[config.mk]
export PLATFORM = sky130hd
export DESIGN_NAME = full_linear_convolution_top_flat
export DESIGN_NICKNAME = d
export VERILOG_FILES = /design/src/sv/flc_pkg.sv /design/src/sv/flc_in_if.sv /design/src/sv/flc_out_if.sv /design/src/sv/full_linear_convolution_top.sv /design/src/sv/flc_ram.sv /design/src/sv/flc_dpath.sv /design/src/sv/flc_ctrl.sv /design/src/flat_wrapper.sv
export VERILOG_INCLUDE_DIRS = /design/src /design/src/sv
export SDC_FILE = /design/constraint.sdc
export NUM_CORES = 2
export LEC_CHECK = 0
export BUFFER_PORTS_ARGS = -buffer_cell sky130_fd_sc_hd__buf_2
export CORE_UTILIZATION = 25
export CTS_CLUSTER_DIAMETER = 150
export DETAILED_ROUTE_END_ITERATION = 10
export PLACE_DENSITY_LB_ADDON = 0.08
export SLEW_MARGIN = 20
export SYNTH_ARGS = -nofsm -noshare
export SYNTH_HDL_FRONTEND = slang
export SYNTH_SLANG_ARGS = --single-unit
[constraint.sdc]
create_clock -name i_clk -period 7.5 [get_ports i_clk]
set_input_delay 0.375 -clock i_clk [delete_from_list [all_inputs] [get_ports i_clk]]
set_output_delay 0.375 -clock i_clk [all_outputs]
set_load 0.01 [all_outputs]
[src/sv/full_linear_convolution_top_macros.svh]
// Assertion macros used by the convolution controller.
// Included by the files that carry concurrent checks; no other dependencies.
`ifndef FULL_LINEAR_CONVOLUTION_TOP_MACROS_SVH
`define FULL_LINEAR_CONVOLUTION_TOP_MACROS_SVH

`ifndef NO_ASSERTIONS

// same-cycle implication, disabled while reset is low
`define FLC_ASSERT_IMP(label, clk, rst_n, ante, cons) \
    label: assert property (@(posedge clk) disable iff (!(rst_n)) (ante) |-> (cons)) \
        else $error("implication check failed");

// next-cycle implication, disabled while reset is low
`define FLC_ASSERT_NXT(label, clk, rst_n, ante, cons) \
    label: assert property (@(posedge clk) disable iff (!(rst_n)) (ante) |=> (cons)) \
        else $error("next-cycle check failed");

`else

`define FLC_ASSERT_IMP(label, clk, rst_n, ante, cons)
`define FLC_ASSERT_NXT(label, clk, rst_n, ante, cons)

`endif

`endif

[src/sv/flc_pkg.sv]
// Shared types and constants for the full linear convolution block.
// No dependencies; compiled first.
package flc_pkg;

    localparam int SAMPLE_W = 16;
    localparam int PROD_W   = 2 * SAMPLE_W;
    localparam int CONV_W   = 37;
    localparam int OP_W     = 2;

    typedef enum logic [OP_W-1:0] {
        OP_START  = 2'd0,
        OP_APPEND = 2'd1,
        OP_SIGNAL = 2'd2
    } t_op;

    typedef enum logic [2:0] {
        S_IDLE,
        S_TAP_OUT,
        S_MAC,
        S_DRAIN,
        S_SIG_OUT,
        S_TAIL_SHIFT
    } t_state;

    typedef struct packed {
        logic tap_start;
        logic tap_append;
        logic hist_shift;
        logic hist_zero;
        logic hist_clear;
        logic mac_issue;
        logic acc_clear;
        logic emit;
        logic emit_zero;
        logic emit_last;
        logic emit_ovf;
    } t_dp_cmd;

    typedef struct packed {
        logic tap_full;
        logic out_free;
        logic pipe_busy;
    } t_dp_stat;

endpackage

[src/sv/flc_in_if.sv]
// Input channel: valid/ready handshake with one tap or signal request.
// Depends on flc_pkg.
interface flc_in_if;
    import flc_pkg::*;

    logic                       valid;
    logic                       ready;
    logic [OP_W-1:0]            operation;
    logic signed [SAMPLE_W-1:0] sample_value;
    logic                       end_of_signal;

    modport source (output valid, output operation, output sample_value,
                    output end_of_signal, input ready);
    modport sink   (input valid, input operation, input sample_value,
                    input end_of_signal, output ready);
endinterface

[src/sv/flc_out_if.sv]
// Output channel: valid/ready handshake with one convolution result.
// Depends on flc_pkg.
interface flc_out_if;
    import flc_pkg::*;

    logic                     valid;
    logic                     ready;
    logic signed [CONV_W-1:0] conv_value;
    logic                     last_of_run;
    logic                     tap_overflow;

    modport source (output valid, output conv_value, output last_of_run,
                    output tap_overflow, input ready);
    modport sink   (input valid, input conv_value, input last_of_run,
                    input tap_overflow, output ready);
endinterface

[src/sv/full_linear_convolution_top.sv]
// Tap request: S_TAP_OUT registers a zero result once the output register is free; no new
// request is taken until then. Signal request with N taps: a MAC pass through the one shared
// multiplier (RAM read, product, accumulate) precedes each registered result; the last sample
// adds N-1 tail passes. The next request is taken the cycle after the last result is
// registered; a stalled output register holds the sequencer.
// Synchronous active-low reset clears tap count, history valid bits and control, not tap RAM.
module full_linear_convolution_top #(
    parameter int MAX_TAPS = 32
) (
    input  logic      i_clk,
    input  logic      i_rst_n,
    flc_in_if.sink    i_in,
    flc_out_if.source o_out
);
    import flc_pkg::*;

    localparam int AW = (MAX_TAPS > 1) ? $clog2(MAX_TAPS) : 1;
    localparam int CW = $clog2(MAX_TAPS + 1);

    t_dp_cmd       cmd;
    t_dp_stat      stat;
    logic [AW-1:0] mac_k;
    logic [CW-1:0] tap_count;
    logic          ready;

    assign i_in.ready = ready;

    flc_ctrl #(.MAX_TAPS(MAX_TAPS)) u_ctrl (
        .i_clk       (i_clk),
        .i_rst_n     (i_rst_n),
        .i_valid     (i_in.valid),
        .i_operation (i_in.operation),
        .i_eos       (i_in.end_of_signal),
        .o_ready     (ready),
        .i_stat      (stat),
        .i_tap_count (tap_count),
        .o_cmd       (cmd),
        .o_mac_k     (mac_k)
    );

    flc_dpath #(.MAX_TAPS(MAX_TAPS)) u_dpath (
        .i_clk       (i_clk),
        .i_rst_n     (i_rst_n),
        .i_cmd       (cmd),
        .i_mac_k     (mac_k),
        .i_sample    (i_in.sample_value),
        .o_stat      (stat),
        .o_tap_count (tap_count),
        .o_out       (o_out)
    );
endmodule

[src/sv/flc_ram.sv]
// Generic single-write, single-read RAM with registered read data.
// No dependencies.
module flc_ram #(
    parameter int WIDTH = 16,
    parameter int DEPTH = 32,
    localparam int AW   = (DEPTH > 1) ? $clog2(DEPTH) : 1
) (
    input  logic             i_clk,
    input  logic             i_wr_en,
    input  logic [AW-1:0]    i_wr_addr,
    input  logic [WIDTH-1:0] i_wr_data,
    input  logic [AW-1:0]    i_rd_addr,
    output logic [WIDTH-1:0] o_rd_data
);
    logic [WIDTH-1:0] r_mem [DEPTH];
    logic [WIDTH-1:0] r_rd_data;

    always_ff @(posedge i_clk) begin
        if (i_wr_en) begin
            r_mem[i_wr_addr] <= i_wr_data;
        end
        r_rd_data <= r_mem[i_rd_addr];
    end

    assign o_rd_data = r_rd_data;
endmodule

[src/sv/flc_dpath.sv]
// Datapath: tap and history RAMs, history valid bits, shared MAC pipeline,
// output register. Depends on flc_pkg, flc_ram, flc_out_if.
module flc_dpath #(
    parameter int MAX_TAPS = 32,
    localparam int AW      = (MAX_TAPS > 1) ? $clog2(MAX_TAPS) : 1,
    localparam int CW      = $clog2(MAX_TAPS + 1)
) (
    input  logic                                i_clk,
    input  logic                                i_rst_n,
    input  flc_pkg::t_dp_cmd                    i_cmd,
    input  logic [AW-1:0]                       i_mac_k,
    input  logic signed [flc_pkg::SAMPLE_W-1:0] i_sample,
    output flc_pkg::t_dp_stat                   o_stat,
    output logic [CW-1:0]                       o_tap_count,
    flc_out_if.source                           o_out
);
    import flc_pkg::*;

    logic [CW-1:0]       r_tap_count;
    logic [AW-1:0]       r_wp;
    logic [AW-1:0]       n_wp;
    logic [MAX_TAPS-1:0] r_hvalid;

    logic [AW-1:0]       tap_wr_addr;
    logic [AW:0]         hdiff;
    logic [AW-1:0]       haddr;
    logic [SAMPLE_W-1:0] hist_wr_data;
    logic [SAMPLE_W-1:0] tap_rd;
    logic [SAMPLE_W-1:0] hist_rd;
    logic signed [SAMPLE_W-1:0] tap_q;
    logic signed [SAMPLE_W-1:0] hist_m;

    logic                     r_p1;
    logic                     r_p2;
    logic                     r_v1;
    logic signed [PROD_W-1:0] r_prod;
    logic signed [CONV_W-1:0] r_acc;

    logic                     r_out_valid;
    logic signed [CONV_W-1:0] r_conv;
    logic                     r_last;
    logic                     r_ovf;

    assign tap_wr_addr  = i_cmd.tap_start ? '0 : r_tap_count[AW-1:0];
    assign n_wp         = (r_wp == AW'(MAX_TAPS - 1)) ? '0 : r_wp + AW'(1);
    assign hist_wr_data = i_cmd.hist_zero ? '0 : i_sample;

    // newest sample sits at r_wp; tap k pairs with the entry k places back
    assign hdiff = {1'b0, r_wp} - {1'b0, i_mac_k};
    assign haddr = hdiff[AW] ? AW'(hdiff + (AW+1)'(MAX_TAPS)) : hdiff[AW-1:0];

    flc_ram #(.WIDTH(SAMPLE_W), .DEPTH(MAX_TAPS)) u_tap_ram (
        .i_clk     (i_clk),
        .i_wr_en   (i_cmd.tap_start | i_cmd.tap_append),
        .i_wr_addr (tap_wr_addr),
        .i_wr_data (i_sample),
        .i_rd_addr (i_mac_k),
        .o_rd_data (tap_rd)
    );

    flc_ram #(.WIDTH(SAMPLE_W), .DEPTH(MAX_TAPS)) u_hist_ram (
        .i_clk     (i_clk),
        .i_wr_en   (i_cmd.hist_shift),
        .i_wr_addr (n_wp),
        .i_wr_data (hist_wr_data),
        .i_rd_addr (haddr),
        .o_rd_data (hist_rd)
    );

    assign tap_q  = tap_rd;
    assign hist_m = r_v1 ? hist_rd : '0;

    always_ff @(posedge i_clk) begin
        if (!i_rst_n) begin
            r_tap_count <= '0;
            r_wp        <= '0;
            r_hvalid    <= '0;
            r_p1        <= 1'b0;
            r_p2        <= 1'b0;
            r_out_valid <= 1'b0;
        end else begin
            if (i_cmd.tap_start) begin
                r_tap_count <= CW'(1);
            end else if (i_cmd.tap_append) begin
                r_tap_count <= r_tap_count + CW'(1);
            end
            if (i_cmd.hist_clear) begin
                r_hvalid <= '0;
            end else if (i_cmd.hist_shift) begin
                r_wp           <= n_wp;
                r_hvalid[n_wp] <= 1'b1;
            end
            r_p1 <= i_cmd.mac_issue;
            r_p2 <= r_p1;
            if (i_cmd.emit) begin
                r_out_valid <= 1'b1;
            end else if (o_out.ready) begin
                r_out_valid <= 1'b0;
            end
        end
    end

    always_ff @(posedge i_clk) begin
        r_v1   <= r_hvalid[haddr];
        r_prod <= tap_q * hist_m;
        if (i_cmd.acc_clear) begin
            r_acc <= '0;
        end else if (r_p2) begin
            r_acc <= r_acc + {{(CONV_W-PROD_W){r_prod[PROD_W-1]}}, r_prod};
        end
        if (i_cmd.emit) begin
            r_conv <= i_cmd.emit_zero ? '0 : r_acc;
            r_last <= i_cmd.emit_last;
            r_ovf  <= i_cmd.emit_ovf;
        end
    end

    assign o_stat.tap_full  = (r_tap_count == CW'(MAX_TAPS));
    assign o_stat.out_free  = !r_out_valid || o_out.ready;
    assign o_stat.pipe_busy = r_p1 | r_p2;
    assign o_tap_count      = r_tap_count;

    assign o_out.valid        = r_out_valid;
    assign o_out.conv_value   = r_conv;
    assign o_out.last_of_run  = r_last;
    assign o_out.tap_overflow = r_ovf;
endmodule

[src/sv/flc_ctrl.sv]
// Controller: request decode, MAC pass sequencing, tail flush and result emit.
// Depends on flc_pkg and the assertion macro header.
`include "full_linear_convolution_top_macros.svh"

module flc_ctrl #(
    parameter int MAX_TAPS = 32,
    localparam int AW      = (MAX_TAPS > 1) ? $clog2(MAX_TAPS) : 1,
    localparam int CW      = $clog2(MAX_TAPS + 1)
) (
    input  logic                        i_clk,
    input  logic                        i_rst_n,
    input  logic                        i_valid,
    input  logic [flc_pkg::OP_W-1:0]    i_operation,
    input  logic                        i_eos,
    output logic                        o_ready,
    input  flc_pkg::t_dp_stat           i_stat,
    input  logic [CW-1:0]               i_tap_count,
    output flc_pkg::t_dp_cmd            o_cmd,
    output logic [AW-1:0]               o_mac_k
);
    import flc_pkg::*;

    t_state        r_state;
    t_state        n_state;
    logic [CW-1:0] r_k;
    logic [CW-1:0] n_k;
    logic [CW-1:0] r_t;
    logic [CW-1:0] n_t;
    logic          r_eos;
    logic          n_eos;
    logic          r_ovf;
    logic          n_ovf;
    logic          accept;
    logic          sig_last;

    assign o_ready  = (r_state == S_IDLE);
    assign accept   = i_valid && o_ready;
    // r_t counts results of this request, the current one included
    assign sig_last = !r_eos || (r_t >= i_tap_count);
    assign o_mac_k  = r_k[AW-1:0];

    always_comb begin
        n_state = r_state;
        unique case (r_state)
            S_IDLE: begin
                if (accept) begin
                    unique case (i_operation)
                        OP_START, OP_APPEND: n_state = S_TAP_OUT;
                        OP_SIGNAL:           n_state = S_MAC;
                        default:             n_state = S_IDLE;
                    endcase
                end
            end
            S_TAP_OUT: begin
                if (i_stat.out_free) n_state = S_IDLE;
            end
            S_MAC: begin
                if (r_k == i_tap_count) n_state = S_DRAIN;
            end
            S_DRAIN: begin
                if (!i_stat.pipe_busy) n_state = S_SIG_OUT;
            end
            S_SIG_OUT: begin
                if (i_stat.out_free) n_state = sig_last ? S_IDLE : S_TAIL_SHIFT;
            end
            S_TAIL_SHIFT: n_state = S_MAC;
            default:      n_state = S_IDLE;
        endcase
    end

    always_comb begin
        o_cmd = '0;
        n_k   = r_k;
        n_t   = r_t;
        n_eos = r_eos;
        n_ovf = r_ovf;
        unique case (r_state)
            S_IDLE: begin
                if (accept) begin
                    unique case (i_operation)
                        OP_START: begin
                            o_cmd.tap_start = 1'b1;
                            n_ovf           = 1'b0;
                        end
                        OP_APPEND: begin
                            o_cmd.tap_append = !i_stat.tap_full;
                            n_ovf            = i_stat.tap_full;
                        end
                        OP_SIGNAL: begin
                            o_cmd.hist_shift = 1'b1;
                            o_cmd.acc_clear  = 1'b1;
                            n_k              = '0;
                            n_t              = CW'(1);
                            n_eos            = i_eos;
                        end
                        default: ;
                    endcase
                end
            end
            S_TAP_OUT: begin
                if (i_stat.out_free) begin
                    o_cmd.emit      = 1'b1;
                    o_cmd.emit_zero = 1'b1;
                    o_cmd.emit_last = 1'b1;
                    o_cmd.emit_ovf  = r_ovf;
                end
            end
            S_MAC: begin
                if (r_k != i_tap_count) begin
                    o_cmd.mac_issue = 1'b1;
                    n_k             = r_k + CW'(1);
                end
            end
            S_DRAIN: ;
            S_SIG_OUT: begin
                if (i_stat.out_free) begin
                    o_cmd.emit       = 1'b1;
                    o_cmd.emit_last  = sig_last;
                    o_cmd.hist_clear = sig_last && r_eos;
                    if (!sig_last) n_t = r_t + CW'(1);
                end
            end
            S_TAIL_SHIFT: begin
                o_cmd.hist_shift = 1'b1;
                o_cmd.hist_zero  = 1'b1;
                o_cmd.acc_clear  = 1'b1;
                n_k              = '0;
            end
            default: ;
        endcase
    end

    always_ff @(posedge i_clk) begin
        if (!i_rst_n) begin
            r_state <= S_IDLE;
            r_k     <= '0;
            r_t     <= '0;
            r_eos   <= 1'b0;
            r_ovf   <= 1'b0;
        end else begin
            r_state <= n_state;
            r_k     <= n_k;
            r_t     <= n_t;
            r_eos   <= n_eos;
            r_ovf   <= n_ovf;
        end
    end

    `FLC_ASSERT_IMP(a_ready_pipe_empty, i_clk, i_rst_n, o_ready, !i_stat.pipe_busy)
    `FLC_ASSERT_IMP(a_issue_in_range, i_clk, i_rst_n, o_cmd.mac_issue, r_k < i_tap_count)
    `FLC_ASSERT_IMP(a_emit_slot_free, i_clk, i_rst_n, o_cmd.emit, i_stat.out_free)
    `FLC_ASSERT_NXT(a_last_to_idle, i_clk, i_rst_n, o_cmd.emit && o_cmd.emit_last, r_state == S_IDLE)
endmodule
[src/flat_wrapper.sv]
// flat-port wrapper written by rule: the top's interface ports become plain ports
module full_linear_convolution_top_flat import flc_pkg::*;
#(
    parameter int MAX_TAPS = 32
)
  (i_clk, i_rst_n, i_in_valid, i_in_operation, i_in_sample_value, i_in_end_of_signal, i_in_ready, o_out_valid, o_out_conv_value, o_out_last_of_run, o_out_tap_overflow, o_out_ready);
  flc_in_if i_in_i ();
  flc_out_if o_out_i ();
  input  logic i_clk;
  input  logic i_rst_n;
  input wire logic [$bits(i_in_i.valid)-1:0] i_in_valid;
  input wire logic [$bits(i_in_i.operation)-1:0] i_in_operation;
  input wire logic [$bits(i_in_i.sample_value)-1:0] i_in_sample_value;
  input wire logic [$bits(i_in_i.end_of_signal)-1:0] i_in_end_of_signal;
  output wire logic [$bits(i_in_i.ready)-1:0] i_in_ready;
  output wire logic [$bits(o_out_i.valid)-1:0] o_out_valid;
  output wire logic [$bits(o_out_i.conv_value)-1:0] o_out_conv_value;
  output wire logic [$bits(o_out_i.last_of_run)-1:0] o_out_last_of_run;
  output wire logic [$bits(o_out_i.tap_overflow)-1:0] o_out_tap_overflow;
  input wire logic [$bits(o_out_i.ready)-1:0] o_out_ready;
  assign i_in_i.valid = i_in_valid;
  assign i_in_i.operation = i_in_operation;
  assign i_in_i.sample_value = i_in_sample_value;
  assign i_in_i.end_of_signal = i_in_end_of_signal;
  assign i_in_ready = i_in_i.ready;
  assign o_out_valid = o_out_i.valid;
  assign o_out_conv_value = o_out_i.conv_value;
  assign o_out_last_of_run = o_out_i.last_of_run;
  assign o_out_tap_overflow = o_out_i.tap_overflow;
  assign o_out_i.ready = o_out_ready;
  full_linear_convolution_top #(.MAX_TAPS(MAX_TAPS)) u_core (.i_clk(i_clk), .i_rst_n(i_rst_n), .i_in(i_in_i), .o_out(o_out_i));
endmodule
# Word-level counts from Yosys, hierarchy flattened
# Memories as Yosys holds them, arrays and structs flattened. A register that Yosys moved wholly into a read port is not among the register bits.
# Cells that the tools add are included.
# totals
reg_bits	172
ramBits	1024
input_bits	23
elab_cells	135
n_memories	2
# memory_table
name	words	word_bits	rd	rd_clocked_by_memory_dff	write_ports	line	source
u_core.u_dpath.u_hist_ram.r_mem	32	16	1	1	1	flc_ram.sv:15	logic [WIDTH-1:0] r_mem [DEPTH];
u_core.u_dpath.u_tap_ram.r_mem	32	16	1	1	1	flc_ram.sv:15	
# op_classes
n_addsub	7
n_mul	1
n_lt_le_gt_ge	4
eq_ne	19
mux	53
n_bitwise	5
reduce_logical	26
# ops
operator	count
$mux 6	7
$add 37x37->37	1
$mul 16x16->32	1
$mux 16	2
$or 32x32->32	1
$mux 1	21
$mux 3	7
$add 6x1->6 const B	3
$pmux 3 s6	1
$pmux 6 s3	1
$mux 5	3
$lt 5x6->1 const B	2
$pmux 6 s2	1
$add 5x1->5 const B	2
$pmux 1 s2	5
$reduce_and 5->1	2
$ne 2x1->1 const B	4
$ne 2x2->1 const B	4
$reduce_bool 2->1	4
$eq 3x2->1 const B	2
$eq 3x3->1 const B	2
$eq 6x6->1	1
$eq 6x6->1 const B	1
$ge 6x6->1	1
24 further kinds	36

# Longest topological paths before layout
# depth
depth_word	8
mapped_depth	24
ltp_nobuf	22

# Modules after synthesis
# From an unflattened synthesis, not the netlist that was laid out.
# unflattened
hier_cells	4338
hier_area_um2	59953.8
# modules_own_cells
mod	n_inst	cells_each	area_each_um2	seq_area_each_um2
flc_ram (u_core.u_dpath.u_tap_ram)	1	1143	20535.9	15695.1
flc_ram (u_core.u_dpath.u_hist_ram)	1	1143	20534.7	15695.1
flc_dpath	1	1890	17581.9	3493.4
flc_ctrl	1	162	1301.2	340.3

# Least setup slack after synthesis
# No wires, ideal clock.
# synth_timing
path_type	register to register
start	register u_core.u_dpath.r_v1
end	register u_core.u_dpath.r_prod[30]
setup_ps	72
t_arrival_ps	6075
required_ps	7428
slack_ps	1353
path_stages_with_launch	25
synth_period_minus_slack_ps	6147
path_cell_list	dfxtp_1 clkbuf_1 and2_0 clkbuf_1 nand2_1 fa_1 inv_1 fa_1 inv_1 fa_1 inv_1 fa_1 fa_1 inv_1 fa_1 inv_1 ha_1 a21o_1 a21o_1 a211oi_1 o21ai_1 a2111oi_4 o31ai_1 a21oi_2 xnor2_1
# synth_between
elab_chain_len	2
# synth_lines
element	line	source
start, declared	flc_dpath.sv:35	logic r_v1;
start signal, assigned	flc_dpath.sv:104	r_v1 <= r_hvalid[haddr];
$mux 16	flc_dpath.sv:71	assign hist_m = r_v1 ? hist_rd : '0;
$mul 16x16->32	flc_dpath.sv:105	r_prod <= tap_q * hist_m;
end signal, assigned	flc_dpath.sv:105	
end, declared	flc_dpath.sv:36	logic signed [PROD_W-1:0] r_prod;
# No other way between the ends.
# A chain may end at the register's enable or synchronous reset.

# Worst setup path in the final report
# layout_timing
start	register u_core.u_dpath.r_v1
end	register u_core.u_dpath.r_prod[31]
# The elaborated chain is that of the path after synthesis.

==> reports/results.ini <==
[route]
postRouteAntennaNets=0
firstDrtPassIters=6
wire_per_inst_um=24.06
via_per_inst=4.412
drt_wl_total_um=166400
drt-initial-drc-count=1954
drc=0
vias=30510

[global_routing]
grt.overflow.total=0
grt_pass1_wl_um=243700
antenna_found_initial=9
grt_max_degree=70
grt_usage_pct=14.27
grt_pass1_vias=33510

[critical_path]
worstSetupEndpointType=flip-flop
crit_cells=21
cp_top_family=adder cells
crit_path_cell_trace=buf_4 > and2_1 > nand2_1 > fa_1 > inv_1 > fa_1 > fa_1 > fa_1 > fa_1 > inv_1 > fa_1 > inv_1 > ha_1 > o21a_1 > o211ai_1 > nor4b_1 > o21bai_1 > and2_1 > o311ai_1 > a21oi_1 > xnor2_1
max_stage_delay_ps=560
timing.rr.end=u_core.u_dpath.r_prod[31]
cp_slowest_cell=fa_1
cp.required_ps=8170
r2r-start=u_core.u_dpath.r_v1
cp_num_buf_inv=4
rrSetupSlack_ps=630
crit_start=u_core.u_dpath.r_v1
cpMostUsedCell=fa_1
critPathKind=reg2reg
path_max_fanout=42
r2r_cells=21
cp-endpoint=u_core.u_dpath.r_prod[31]
crit_arrival_ps=7540
start_kind=flip-flop

[placed_design]
place_area_um2=62970
place_ws_ps=579.6
gp_congestion=0.7526
numPortBuffers=63
hpwl_um=105100

[synth]
synth.area.top_cells=edfxtp_1, mux4_2, fa_1
syn-num-nets=4004
synth_common_cells=edfxtp_1, mux4_2, inv_1
synth_area_um2=58350
synth_area_leader_cell=edfxtp_1
synth_edf_count=1063
synthFlopType=edfxtp_1
synth_top_area_share_pct=54.70
async_reset_ff_share_pct=0
ys_seq_elements=1228
yosysMostFrequentCell=edfxtp_1
synthDistinctLibCells=81
ys_warn_count=0
syn_inst=3583
ys_seq_area_share_pct=60.36
avgSynthCellArea_um2=16.29

[layout]
fin_nets=4181
design_area_um2=67970
drive_gt1_share_pct=22.39
area_growth_pct=16.49

[pwr]
powerDensity_nw_per_um2=240.0
p_leak_nw=24.30
vdd_drop_max_v=0.0001743

[cts]
ctsResizeCount=0
clk_latency_ps=830
numCtsBuffers=149
cts-root-buf=clkbuf_16
cts.sinks=1228
clk_path_buf_depth=3
htreeDepth=4
cts_tree=done
postCtsSetupBuffers=0
clkTransAtPathRegs_ps=60
postCtsHoldBufs=5

[job]
cap_violations=0

[timing]
timing.hold.ws_ps=91.89
rsz0062_at_grt=false
fin_ws_ps=627.5
final_max_slew_viol_count=0
hold_viol=0
maxSlewHeadroom_pct=26.12
finalSetupViolCount=0
period_needed_ps=6872
fin_worst_skew_ps=90.33
worst_pin_slew_ps=1101
fin_tns_setup_ps=0
finalCritPeriodShare_pct=91.63
max_freq_mhz=145.5

[floorplan]
fp.dieH_um=485.1
start_util_pct=25.26
ios=64
dieArea_um2=235300
num_rows=176
die_w_um=485.1
core_um2=231000

[run_status]
run_status=completed

[worst_hold_path]
hold_class=in2reg
hold_path_depth=1

## routing by layer
metal  part of all wire, %  global-route usage, %  up-vias
li1                      -                      -    13740
met3                   2.8                  1.862      189
met2                    48                  23.86      451
met1                    47                  19.36    16130
met5                 0.021                      0        -
met4                   2.1                  3.815        6
## metrics by stage
stage	util, %	power [mW]	std cells
2_1_floorplan	-	8.656	3583
3_3_place_gp	27.26	9.288	6630
3_5_place_dp	27.26	9.280	6630
4_1_cts	29.42	16.61	6912
5_1_grt	29.42	16.95	6912
6_report	29.43	16.31	6916
## worst register-to-register path: stages, from the launching register on
cell	delay, ps
dfxtp_4	550
buf_4	410
and2_1	450
nand2_1	140
fa_1	570
inv_1	50
fa_1	540
fa_1	430
fa_1	460
fa_1	490
inv_1	50
fa_1	480
inv_1	40
ha_1	360
o21a_1	170
o211ai_1	100
nor4b_1	500
o21bai_1	210
and2_1	220
o311ai_1	270
a21oi_1	120
xnor2_1	130
## final cells by class
class,count,area (µm²)
antenna,4,10.01
inverter,320,1201
clock inverter,80,919.6
timing repair buffer,190,1319
tap,3026,3786
fill,22880,163000
multi-input combinational,1871,21480
clock buffer,197,4023
sequential,1228,35240
## cell families (layout without fill, tap and decap cells)
logic type               after synthesis  after routing  share of synthesized area [%]
multiplexers                         393            393                          13.89
AO/OA/AOI/OAI                        254            254                          2.976
other                                  0              4                              0
AND/OR/NAND/NOR                      746            746                          6.310
buffers and inverters                484            787                          3.328
XOR/XNOR                              80             80                          1.201
flip-flops                          1228           1228                          60.36
adder cells (fa/ha/maj)              398            398                          11.93
## flip-flops by register name, indices dropped and copies added (netlist names)
signal / cells
u_core.u_dpath.u_hist_ram.r_mem: 512
u_core.u_dpath.u_tap_ram.r_mem: 512
u_core.u_dpath.o_out.conv_value: 37
u_core.u_dpath.r_acc: 37
u_core.u_dpath.r_hvalid: 32
u_core.u_dpath.r_prod: 32
u_core.u_dpath.u_hist_ram.o_rd_data: 16
u_core.u_dpath.u_tap_ram.o_rd_data: 16
u_core.u_ctrl.r_k: 6
u_core.u_ctrl.r_t: 6
u_core.u_dpath.o_tap_count: 6
u_core.u_dpath.r_wp: 5
u_core.u_ctrl.r_state: 3
u_core.u_ctrl.r_eos: 1
u_core.u_ctrl.r_ovf: 1
u_core.u_dpath.o_out.last_of_run: 1
u_core.u_dpath.o_out.tap_overflow: 1
u_core.u_dpath.o_out.valid: 1
u_core.u_dpath.r_p1: 1
u_core.u_dpath.r_p2: 1
u_core.u_dpath.r_v1: 1
## cells in the final DEF (no fill, tap or decap), types with 18 or more instances in the layout
cell type	n
edfxtp_1	1063
mux4_2	330
inv_1	318
fa_1	263
nor2_1	164
dfxtp_1	160
nand2_1	158
clkbuf_16	152
and3_1	135
ha_1	133
buf_4	119
a21oi_1	78
and2_1	63
buf_2	63
nand3_1	54
xnor2_1	54
nor2_2	52
clkbuf_1	40
o21ai_0	34
mux2_2	34
clkinv_1	32
a21o_1	29
mux2i_1	29
xor2_1	23
clkinv_2	22
nand4_1	18
## worst min-delay path by stage
stage	start	to	slack (ps)
3_3_place_gp	u_core.u_dpath.r_p1	u_core.u_dpath.r_p2	440
2_1_floorplan	u_core.u_dpath.r_p1	u_core.u_dpath.r_p2	420
3_5_place_dp	u_core.u_dpath.r_p1	u_core.u_dpath.r_p2	450
6_report	i_in_sample_value[15]	u_core.u_dpath.u_tap_ram.r_mem[5][15]	90
5_1_grt	i_in_sample_value[12]	u_core.u_dpath.u_tap_ram.r_mem[15][12]	70
4_1_cts	i_in_sample_value[6]	u_core.u_dpath.u_tap_ram.r_mem[8][6]	20
## where the power goes
group	internal (mW)	switching, mW	total [mW]
clock	4.18	3.06	7.23
sequential	7.52	0.182	7.70
combinational	0.585	0.791	1.38
total	12.3	4.03	16.3
Power figures use the tool's default switching activity.
